$ cat config.mk
export PLATFORM = sky130hd
export DESIGN_NAME = segtree_ctrl
export DESIGN_NICKNAME = d
export VERILOG_FILES = /design/src/rtl/segtree_pkg.sv /design/src/rtl/segtree_ctrl.sv
export SDC_FILE = /design/constraint.sdc
export NUM_CORES = 1
export LEC_CHECK = 0
export ABC_AREA = 1
export BUFFER_PORTS_ARGS = -buffer_cell sky130_fd_sc_hd__buf_4
export CORE_AREA = 2 2 39 41
export CTS_CLUSTER_SIZE = 20
export DETAILED_ROUTE_END_ITERATION = 16
export DIE_AREA = 0 0 41 43
export SYNTH_ARGS = -nofsm -noshare
export SYNTH_HDL_FRONTEND = slang
export SYNTH_SLANG_ARGS = --single-unit
$ cat constraint.sdc
create_clock -name clk -period 1.3 [get_ports clk]
set_input_delay 0.13 -clock clk [delete_from_list [all_inputs] [get_ports clk]]
set_output_delay 0.13 -clock clk [all_outputs]
set_load 0.01 [all_outputs]
$ cat src/rtl/segtree_pkg.sv
// Package for the segment tree range-sum block: FSM state, operation codes,
// controller command and datapath status structs. No dependencies.
package segtree_pkg;

	typedef enum logic {
		OP_UPDATE = 1'b0,
		OP_QUERY  = 1'b1
	} op_t;

	typedef enum logic [2:0] {
		ST_CLEAR,
		ST_IDLE,
		ST_CHECK,
		ST_U_LEAF,
		ST_U_RD,
		ST_U_WR,
		ST_Q_A,
		ST_Q_B
	} state_t;

	typedef struct packed {
		logic clr;
		logic load;
		logic q_init;
		logic leaf;
		logic u_rd;
		logic u_wr;
		logic q_a;
		logic q_b;
		logic deliver;
	} cmd_t;

	typedef struct packed {
		logic clr_last;
		logic bad;
		logic is_query;
		logic at_root;
		logic a_lt_b;
		logic out_free;
	} status_t;

endpackage

$ cat src/rtl/segtree_ctrl.sv
// Controller FSM of the segment tree: clearing sweep, update walk and query walk.
// Depends on segtree_pkg.
module segtree_ctrl
	import segtree_pkg::*;
(
	input  logic    clk,
	input  logic    arst_n,
	input  logic    in_valid,
	output logic    in_ready,
	input  status_t st,
	output cmd_t    cmd
);

	state_t state_q;
	state_t state_d;

	always_ff @(posedge clk or negedge arst_n) begin
		if (!arst_n) begin
			state_q <= ST_CLEAR;
		end else begin
			state_q <= state_d;
		end
	end

	always_comb begin
		state_d  = state_q;
		cmd      = '0;
		in_ready = 1'b0;
		unique case (state_q)
			ST_CLEAR: begin
				cmd.clr = 1'b1;
				if (st.clr_last) begin
					state_d = ST_IDLE;
				end
			end
			ST_IDLE: begin
				in_ready = 1'b1;
				if (in_valid) begin
					cmd.load = 1'b1;
					state_d  = ST_CHECK;
				end
			end
			ST_CHECK: begin
				priority if (st.bad) begin
					if (st.out_free) begin
						cmd.deliver = 1'b1;
						state_d     = ST_IDLE;
					end
				end else if (st.is_query) begin
					cmd.q_init = 1'b1;
					state_d    = ST_Q_A;
				end else begin
					state_d = ST_U_LEAF;
				end
			end
			ST_U_LEAF: begin
				cmd.leaf = 1'b1;
				state_d  = ST_U_RD;
			end
			ST_U_RD: begin
				if (st.at_root) begin
					if (st.out_free) begin
						cmd.deliver = 1'b1;
						state_d     = ST_IDLE;
					end
				end else begin
					cmd.u_rd = 1'b1;
					state_d  = ST_U_WR;
				end
			end
			ST_U_WR: begin
				cmd.u_wr = 1'b1;
				state_d  = ST_U_RD;
			end
			ST_Q_A: begin
				if (!st.a_lt_b) begin
					if (st.out_free) begin
						cmd.deliver = 1'b1;
						state_d     = ST_IDLE;
					end
				end else begin
					cmd.q_a = 1'b1;
					state_d = ST_Q_B;
				end
			end
			ST_Q_B: begin
				cmd.q_b = 1'b1;
				state_d = ST_Q_A;
			end
			default: begin
				state_d = ST_IDLE;
			end
		endcase
	end

endmodule

==> results of run 1 <==
what timing repair did:
| item | 4_1_cts | 5_1_grt |
|---|---|---|
| setup buffers | 3 | 1 |
| gates resized for setup | 8 | 4 |
| endpoints found under the setup margin | 6 | 10 |
| pin swaps | 2 | 0 |
| hold buffers | 1 | 0 |
| endpoints found under the hold margin | 3 | 0 |
critical path, delay by kind of cell, from the launching register on:
kind	cells	cell delay (ps)
buffers and inverters	1	120
DFF	1	390
and+or+nand+nor	5	580
power by group:
part | internal [mW] | leakage [nW] | switching [mW] | total [mW]
clock network | 0.115 | 0.0150 | 0.0421 | 0.157
registers | 0.143 | 0.0359 | 0.0617 | 0.205
logic | 0.451 | 0.314 | 0.471 | 0.922
final cells by class:
class                      instances  area share (%)
multi-input combinational         45           36.94
timing repair buffer              27           34.58
sequential                         3           11.98
inverter                          15           9.234
clock buffer                       4           4.126
tap                               16           3.143
kinds of logic (layout without fill, tap and decap cells):
kind of cell,count (synthesis),in the layout
flip-flops,3,3
AO/OA/AOI/OAI,8,8
AND/OR/NAND/NOR,37,37
buffers and inverters,15,46
final timing paths:
kind / from / endpoint / slack [ps] / cells past startpoint
setup / recovery: state_q[1] / cmd[0] / -140 / 6
hold / removal: arst_n / state_q[2] / 230 / 2
setup reg to reg: state_q[0] / state_q[0] / 190 / 7
hold reg to reg: state_q[1] / state_q[2] / 770 / 5
max in group asynchronous: arst_n / state_q[2] / 970 / 2
min in group clk: st[5] / state_q[0] / 270 / 4
layer usage:
| metal | vias to the layer above | GRT usage (%) | wire [um] | part of all wire (%) |
|---|---|---|---|---|
| met1 | 198 | 16.56 | 430 | 46 |
| li1 | 255 | - | - | - |
| met3 | 0 | 3.141 | 64 | 6.9 |
| met4 | 0 | 2.000 | 0 | 0 |
| met2 | 14 | 20.63 | 433 | 47 |
| met5 | - | 0 | 0 | 0 |
metrics by stage:
step	utilization (%)	cell area [um2]	hold slack [ps]	power (mW)	worst slack [ps]
after floorplan	-	346.6	-165.6	0.6371	110.0
after global placement	38.97	539.3	-79.50	0.9789	80.69
after detailed placement	38.97	539.3	-79.46	0.9791	65.57
after CTS	45.21	625.6	220.7	1.268	-153.7
after global routing	46.02	636.9	248.4	1.436	-223.7
final	46.02	636.9	231.1	1.283	-138.6
cell usage in the layout (no fill, tap or decap):
cell and n:
a21oi_1 3, nor2_1 10, nand2_2 5, clkbuf_1 1, nand3_1 4, buf_6 4, inv_2 2, dlygate4sd3_1 1
nor2_4 2, inv_1 12, dfrtp_2 1, buf_4 22, o21ai_1 4, dfrtp_1 2, nor2_2 2, a31oi_1 1
clkbuf_4 3, nor3_1 1, nand2_1 9, or2_1 1, nand3b_1 2, inv_4 1, nand3_2 1
==> impl_metrics.yaml, run 1 <==
status:
  status: "finished, violations left"
  violations: "setup timing"
sta:
  min_period_ps: 1439
  hold_viol_final: 0
  worst_slack_ps: -138.6
  tns_ps: -254.8
  rsz0062_at_grt: "true"
  fmax_ghz: 0.6951
  setup_viol: 5
  final_max_slew_viol_count: 0
  min_period_over_period_pct: 110.7
  worst_pin_slew_ps: 208.0
  skew_ps: 0.9579
  relSlewSlack_pct: 86.07
global_route:
  grt_antenna_before_repair: 0
  grt_pass1_wl_um: 1587
  grt_pass1_vias: 421
  grt.overflow.total: 0
  grt_start_max_net_pins: 7
  grtUsageTotal_pct: 12.69
worst_setup_path:
  worstPathMaxFanout: 3
  cpPeakStageDelay_ps: 390
  cp.required_ps: 1170
  startpoint_type: "register"
  end_kind: "primary output"
  criticalPathCategory: "reg -> out"
  crit_arrival_ps: 1310
  path_cells: "nor2_2 -> nand2_2 -> or2_1 -> nand3_1 -> nand2_1 -> buf_6"
  cpMaxStageDelayCell: "dfrtp_1"
cells_and_area:
  multiInputGateArea_um2: 235.2
  top_regs: "state_q (3)"
  largest_reg_flops: 3
  regMostFlops: "state_q"
  diodes: 0
  nFillCells: 150
  stdcell_count: 110
  seqCellArea_um2: 76.32
  areaGrowthSynthToFinish_pct: 83.75
  drive_above_1_share_pct: 45.74
  nNetsFinal: 104
routing:
  firstDrtPassIters: 2
  drc: 0
  routedWlPerCell_um: 8.436
  drtAntennaViolNets: 0
  drt-initial-drc-count: 2
  vias: 467
  wl_um: 928
  vias_per_cell: 4.245
synth:
  yosysTopAreaCellShare_pct: 21.66
  synth_seq_area_share_pct: 21.66
  ys_async_sr_fraction_pct: 100.0
  synthAdderAreaFrac_pct: 0
  syn-num-nets: 72
  synthXorXnorAreaFrac_pct: 0
  synth_common_cells: "inv_1, nand2_1, nor2_1, nand3_1"
  ys_types: 14
  yosys_warnings: 0
  synthMuxAreaShare_pct: 0
  yosysMostFrequentCell: "inv_1"
  synth_simple_gate_area_share_pct: 50.18
  avgSynthCellArea_um2: 5.501
  synth_area_leaders: "dfrtp_1, inv_1, nand2_1"
  synth_compound_area_share_pct: 11.91
  syn-instance-count: 63
  ys_seq_elements: 3
  synth_top_family_by_area: "simple AND/OR/NAND/NOR gates"
  synth.largest_area_cell: "dfrtp_1"
  netlist_area_um2: 346.6
  synth-edff-count: 0
  synth_ff_type: "dfrtp_1"
cts:
  htree_levels: 1
  numCtsBuffers: 3
  cts_root_buffer: "clkbuf_4"
  clock_tree.buffer_depth: 2
  cts.sink_count: 3
  clk_pin_slew_ps: 30
  cts_tree: "built"
  clock_latency_ps: 230
pwr:
  p_leak_nw: 0.3647
  power_density_nw_per_um2: 2015
  vdd_drop_max_mv: 0.9494
placed_design:
  port_buffers: 18
  place_congestion: 0.8080
  hpwlAfterDp_um: 767.3
  dp.cells: 102
flow_run:
  max_cap_violations: 0
die:
  core_um2: 1384
  ioPinCount: 19
  fp-row-count: 14
  initial_core_util_pct: 25.05
  dieArea_um2: 1763
  dieWidth_um: 41
  die_h_um: 43
hold_path:
  hp-class: "in -> async"
Note: power is estimated with default switching activity, not from simulation.
==> run 2: changes to the inputs <==
--- a/config.mk
+++ b/config.mk
@@ -5,7 +5,6 @@
 export SDC_FILE = /design/constraint.sdc
 export NUM_CORES = 1
 export LEC_CHECK = 0
-export ABC_AREA = 1
 export BUFFER_PORTS_ARGS = -buffer_cell sky130_fd_sc_hd__buf_4
 export CORE_AREA = 2 2 39 41
 export CTS_CLUSTER_SIZE = 20
==> run 2 against run 1 <==
Effect of this change: the run still ends with setup timing left; maximum frequency shrank 1.1%; sequential cell count is the same; power grew 7.3%; sequential share of layout area grew 0.20 points; critical path type unchanged; critical endpoint is now cmd[6]; largest cell class unchanged.
==> impl_metrics.yaml, run 2 <==
sta:
  worst_pin_slew_ps: 323.7
  fmax_ghz: 0.6874
  min_period_over_period_pct: 111.9
  rsz0062_at_grt: "true"
  fin_hold_ws_ps: 166.8
  relSlewSlack_pct: 78.38
  final_max_slew_viol_count: 0
  hold_viol_final: 0
  setup_viol: 9
  skew_ps: 0.9012
  worst_slack_ps: -154.7
  min_period_ps: 1455
status:
  violations: "setup timing"
  status: "finished, violations left"
routing:
  drc: 0
  wl_um: 1083
  vias: 432
  vias_per_cell: 4.854
  firstDrtPassIters: 4
  drt-initial-drc-count: 10
  routedWlPerCell_um: 12.17
  drtAntennaViolNets: 0
die:
  fp-row-count: 14
  dieWidth_um: 41
  initial_core_util_pct: 22.69
  ioPinCount: 19
  dieArea_um2: 1763
  core_um2: 1384
  die_h_um: 43
cells_and_area:
  drive_above_1_share_pct: 65.75
  nNetsFinal: 83
  largest_reg_flops: 3
  top_regs: "state_q (3)"
  layout_commonest_cell: "buf_4"
  regMostFlops: "state_q"
  final_cell_mix: "buf_4, nor3_2, nor3_1, clkbuf_4, buf_6"
  final_util_pct: 46.02
  areaGrowthSynthToFinish_pct: 102.8
  diodes: 0
synth:
  syn-instance-count: 43
  synth.largest_area_cell: "dfrtp_1"
  synth_common_cells: "nor3_1, inv_1, nor2b_1, dfrtp_1, nor2_1"
  syn-num-nets: 52
  synth_seq_area_share_pct: 23.90
  netlist_area_um2: 314.1
  ys_seq_elements: 3
  synth_area_leaders: "dfrtp_1, nor3_1, nor2b_1"
  avgSynthCellArea_um2: 7.304
  yosys_warnings: 0
  yosysTopAreaCellShare_pct: 23.90
  synth_ff_type: "dfrtp_1"
  ys_types: 22
  yosysMostFrequentCell: "nor3_1"
  ys_async_sr_fraction_pct: 100.0
  synth-edff-count: 0
pwr:
  p_sw_share_pct: 42.23
  p_leak_nw: 0.2823
  seq_power_share_pct: 14.3
  power_density_nw_per_um2: 2162
  vdd_drop_max_mv: 0.8996
  power_frac_clock_pct: 11.8
  p_comb_share_pct: 73.9
  intPower_uw: 795.6
  p_sw_uw: 581.6
global_route:
  grt.overflow.total: 0
  grt_pass1_wl_um: 1476
  grt_start_max_net_pins: 9
  grtUsageTotal_pct: 12.96
  grt_pass1_vias: 364
  grt_antenna_before_repair: 0
cts:
  clk_pin_slew_ps: 40
  clock_latency_ps: 230
  numCtsBuffers: 3
  cts.sink_count: 3
  clock_tree.buffer_depth: 2
  htree_levels: 1
  cts_tree: "built"
  cts_root_buffer: "clkbuf_4"
hold_path:
  hp-start: "st[5]"
  whs_path_depth: 3
  min_to: "state_q[0]"
  hp-class: "in -> reg"
placed_design:
  port_buffers: 18
  place_congestion: 0.7633
flow_run:
  max_cap_violations: 0
worst_setup_path:
  worstPathMaxFanout: 6
  startpoint_type: "register"
  cpPeakStageDelay_ps: 440
  end_kind: "primary output"
  r2r-end: "state_q[0]"
  reg2reg_from: "state_q[2]"
  cpMaxStageDelayCell: "dfrtp_2"
  criticalPathCategory: "reg -> out"
  crit_arrival_ps: 1320
  cp.required_ps: 1170
  reg2regPathDepth: 4
  rrSetupSlack_ps: 30
  path_cells: "or3b_4 -> nor2b_1 -> buf_4"
[run 2: layer usage]
metal	GRT usage (%)	part of all wire, %
met1	14.52	42
met2	18.75	49
met3	4.712	7.1
met4	10.00	1.2
met5	0	0
[run 2: kinds of logic after synthesis]
| family | synth area share, % |
|---|---|
| and+or+nand+nor | 34.27 |
| buffers and inverters | 11.55 |
| DFF | 23.90 |
| AOI/OAI and AO/OA | 27.10 |
| muxes | 3.187 |
[run 2: worst max-delay path by stage]
stage,startpoint,to
after floorplan,state_q[0],state_q[0]
after global placement,state_q[1],state_q[0]
after detailed placement,state_q[2],state_q[0]
after CTS,state_q[2],cmd[0]
after global routing,state_q[2],cmd[0]
final,state_q[2],cmd[6]
[run 2: metrics by stage]
| step | setup slack (ps) | area [um2] | power, mW | cells | TNS, ps |
|---|---|---|---|---|---|
| detailed placement | 46.74 | 485.5 | 0.9050 | 79 | 0 |
| CTS | -147.2 | 578.1 | 1.242 | 87 | -883.2 |
| finish | -154.7 | 636.9 | 1.377 | 89 | -612.4 |
| global route | -197.1 | 636.9 | 1.476 | 89 | -1104 |
| global placement | 72.52 | 485.5 | 0.9041 | 79 | 0 |
| floorplan | 13.98 | 314.1 | 0.6275 | 43 | 0 |
[run 2: final cells by class]
cell class / count / area, um2
inverters: 4 / 18.77
clock buffers: 4 / 26.28
flip-flops and latches: 3 / 77.57
multi-input cells: 33 / 262.8
repair buffers: 29 / 231.5
well taps: 16 / 20.02
fillers: 150 / 747.0
[run 2: power by group through the flow]
stage | Sequential, mW | Combinational, mW | Clock [mW]
4_1_cts | 0.183 | 0.888 | 0.170
3_3_place_gp | 0.182 | 0.722 | 0
2_1_floorplan | 0.157 | 0.471 | 0
6_report | 0.197 | 1.02 | 0.163
5_1_grt | 0.199 | 1.09 | 0.182
3_5_place_dp | 0.183 | 0.722 | 0
[run 2: worst max-delay path: cells and delay by family (launching register included)]
family / cells / cell delay (ps)
buffers and inverters: 1 / 130
DFF: 1 / 440
and+or+nand+nor: 2 / 530
[run 2: repair_timing]
| action | CTS | global route |
|---|---|---|
| pin swaps | 1 | 2 |
| gates resized for setup | 8 | 12 |
| hold buffers | 1 | 0 |
| setup endpoints to repair | 9 | 11 |
| setup buffers | 3 | 2 |
| endpoints found under the hold margin | 3 | 0 |
==> run 3: changes to the inputs <==
==> constraint.sdc (replaced) <==
create_clock -name clk -period 1.3 [get_ports clk]
set_input_delay 0.39 -clock clk [delete_from_list [all_inputs] [get_ports clk]]
set_output_delay 0.39 -clock clk [all_outputs]
set_load 0.01 [all_outputs]
==> run 3 against run 2 <==
Effect of this change: the run still ends with setup timing left; utilization grew 9.0 points; sequential cell count is the same; non-clock buffer count grew 8; power grew 19%; highest routed layer unchanged.
==> impl_metrics.yaml, run 3 (synthesis gave the netlist of run 2 again) <==
status:
  status: "finished, violations left"
  violations: "setup timing"
routing:
  routedWlPerCell_um: 11.98
  drt-initial-drc-count: 4
  vias: 458
  drc: 0
  firstDrtPassIters: 4
  wl_um: 1162
  vias_per_cell: 4.722
  drtAntennaViolNets: 0
sta:
  setup_viol: 11
  relSlewSlack_pct: 83.62
  fmax_ghz: 0.5842
  final_max_slew_viol_count: 0
  fin_hold_ws_ps: 408.2
  hold_viol_final: 0
  min_period_ps: 1712
  worst_slack_ps: -411.8
  skew_ps: 6.007
  min_period_over_period_pct: 131.7
  rsz0062_at_grt: "true"
  worst_pin_slew_ps: 243.8
cells_and_area:
  drive_above_1_share_pct: 75.31
  diodes: 0
  nFillCells: 138
  top_regs: "state_q (3)"
  final_cell_mix: "buf_4, buf_6, nor3_2"
  largest_reg_flops: 3
  areaGrowthSynthToFinish_pct: 142.6
  nNetsFinal: 91
  regMostFlops: "state_q"
  layout_commonest_cell: "buf_4"
cts:
  clk_pin_slew_ps: 40
  numCtsBuffers: 3
  clock_tree.buffer_depth: 2
  cts.sink_count: 3
  cts_tree: "built"
  htree_levels: 1
  cts_root_buffer: "clkbuf_4"
  clock_latency_ps: 250
worst_setup_path:
  cpPeakStageDelay_ps: 440
  worstPathMaxFanout: 7
  reg2regPathDepth: 5
  cpMaxStageDelayCell: "dfrtp_2"
  criticalPathCategory: "reg -> out"
  crit_arrival_ps: 1320
  reg2reg_from: "state_q[2]"
  r2r-end: "state_q[0]"
  rrSetupSlack_ps: -90
  crit_top_cell: "buf_6"
  path_cells: "buf_4 -> buf_6 -> nor2_4 -> and3_4 -> buf_6"
  end_kind: "primary output"
  cp.required_ps: 910
  startpoint_type: "register"
die:
  die_h_um: 43
  core_um2: 1384
  fp-row-count: 14
  ioPinCount: 19
  dieWidth_um: 41
  initial_core_util_pct: 22.69
  dieArea_um2: 1763
placed_design:
  hpwlAfterDp_um: 776.7
  place_congestion: 0.7712
  port_buffers: 18
  post-place-ws_ps: -193.2
hold_path:
  hp-class: "in -> reg"
  hp-start: "st[5]"
  min_to: "state_q[0]"
  whs_path_depth: 3
global_route:
  grtUsageTotal_pct: 15.16
  grt_pass1_wl_um: 1773
  grt_antenna_before_repair: 0
  grt.overflow.total: 0
  grt_start_max_net_pins: 8
  grt_pass1_vias: 442
pwr:
  p_leak_nw: 0.3429
  power_density_nw_per_um2: 2148
  fin_total_pwr_mw: 1.637
  vdd_drop_max_mv: 1.014
flow_run:
  max_cap_violations: 0
run 3: critical path, delay by kind of cell (launching register included):
kind,cells,cell delay [ps]
and+or+nand+nor,2,260
DFF,1,440
buffers and inverters,3,370
run 3: layout make-up:
cell class / count / area, um2 / area share [%]
Sequential cell: 3 / 77.57 / 10.18
Multi-Input combinational cell: 33 / 290.3 / 38.10
Inverter: 4 / 22.52 / 2.956
Tap cell: 16 / 20.02 / 2.627
Timing Repair Buffer: 37 / 325.3 / 42.69
Clock buffer: 4 / 26.28 / 3.448
run 3: per-layer routing:
layer  GRT usage, %  part of all wire [%]  vias up
li1               -                     -      231
met1          18.01                    40      207
met2          23.13                    52       18
met3          1.571                   6.4        2
met4          12.00                  0.86        0
met5              0                     0        -
run 3: timing repair:
action / 4_1_cts / 5_1_grt
pin swaps: 7 / 2
endpoints found under the setup margin: 11 / 11
endpoints found under the hold margin: 3 / 0
setup buffers: 2 / 1
gates resized for setup: 28 / 6
hold buffers: 1 / 0
run 3: worst max-delay path by stage:
stage,slack (ps),endpoint,start
3_3_place_gp,-170,cmd[0],state_q[2]
5_1_grt,-470,cmd[0],state_q[2]
4_1_cts,-400,cmd[0],state_q[2]
3_5_place_dp,-190,cmd[0],state_q[2]
2_1_floorplan,-100,cmd[4],state_q[2]
6_report,-410,cmd[7],state_q[2]
run 3: metrics by stage:
stage / instance area, um2 / cells / utilization [%] / TNS (ps)
after floorplan: 331.6 / 43 / - / -362.7
after global placement: 585.6 / 90 / 42.31 / -852.3
after detailed placement: 585.6 / 90 / 42.31 / -829.0
after CTS: 733.2 / 97 / 52.98 / -2929
after global routing: 762.0 / 97 / 55.06 / -3732
final: 762.0 / 97 / 55.06 / -3276
run 3: power by group:
part	total, mW	switching (mW)	internal, mW
Combinational	1.25	0.554	0.695
Clock	0.178	0.0621	0.116
Sequential	0.211	0.0675	0.143
Total	1.64	0.683	0.954
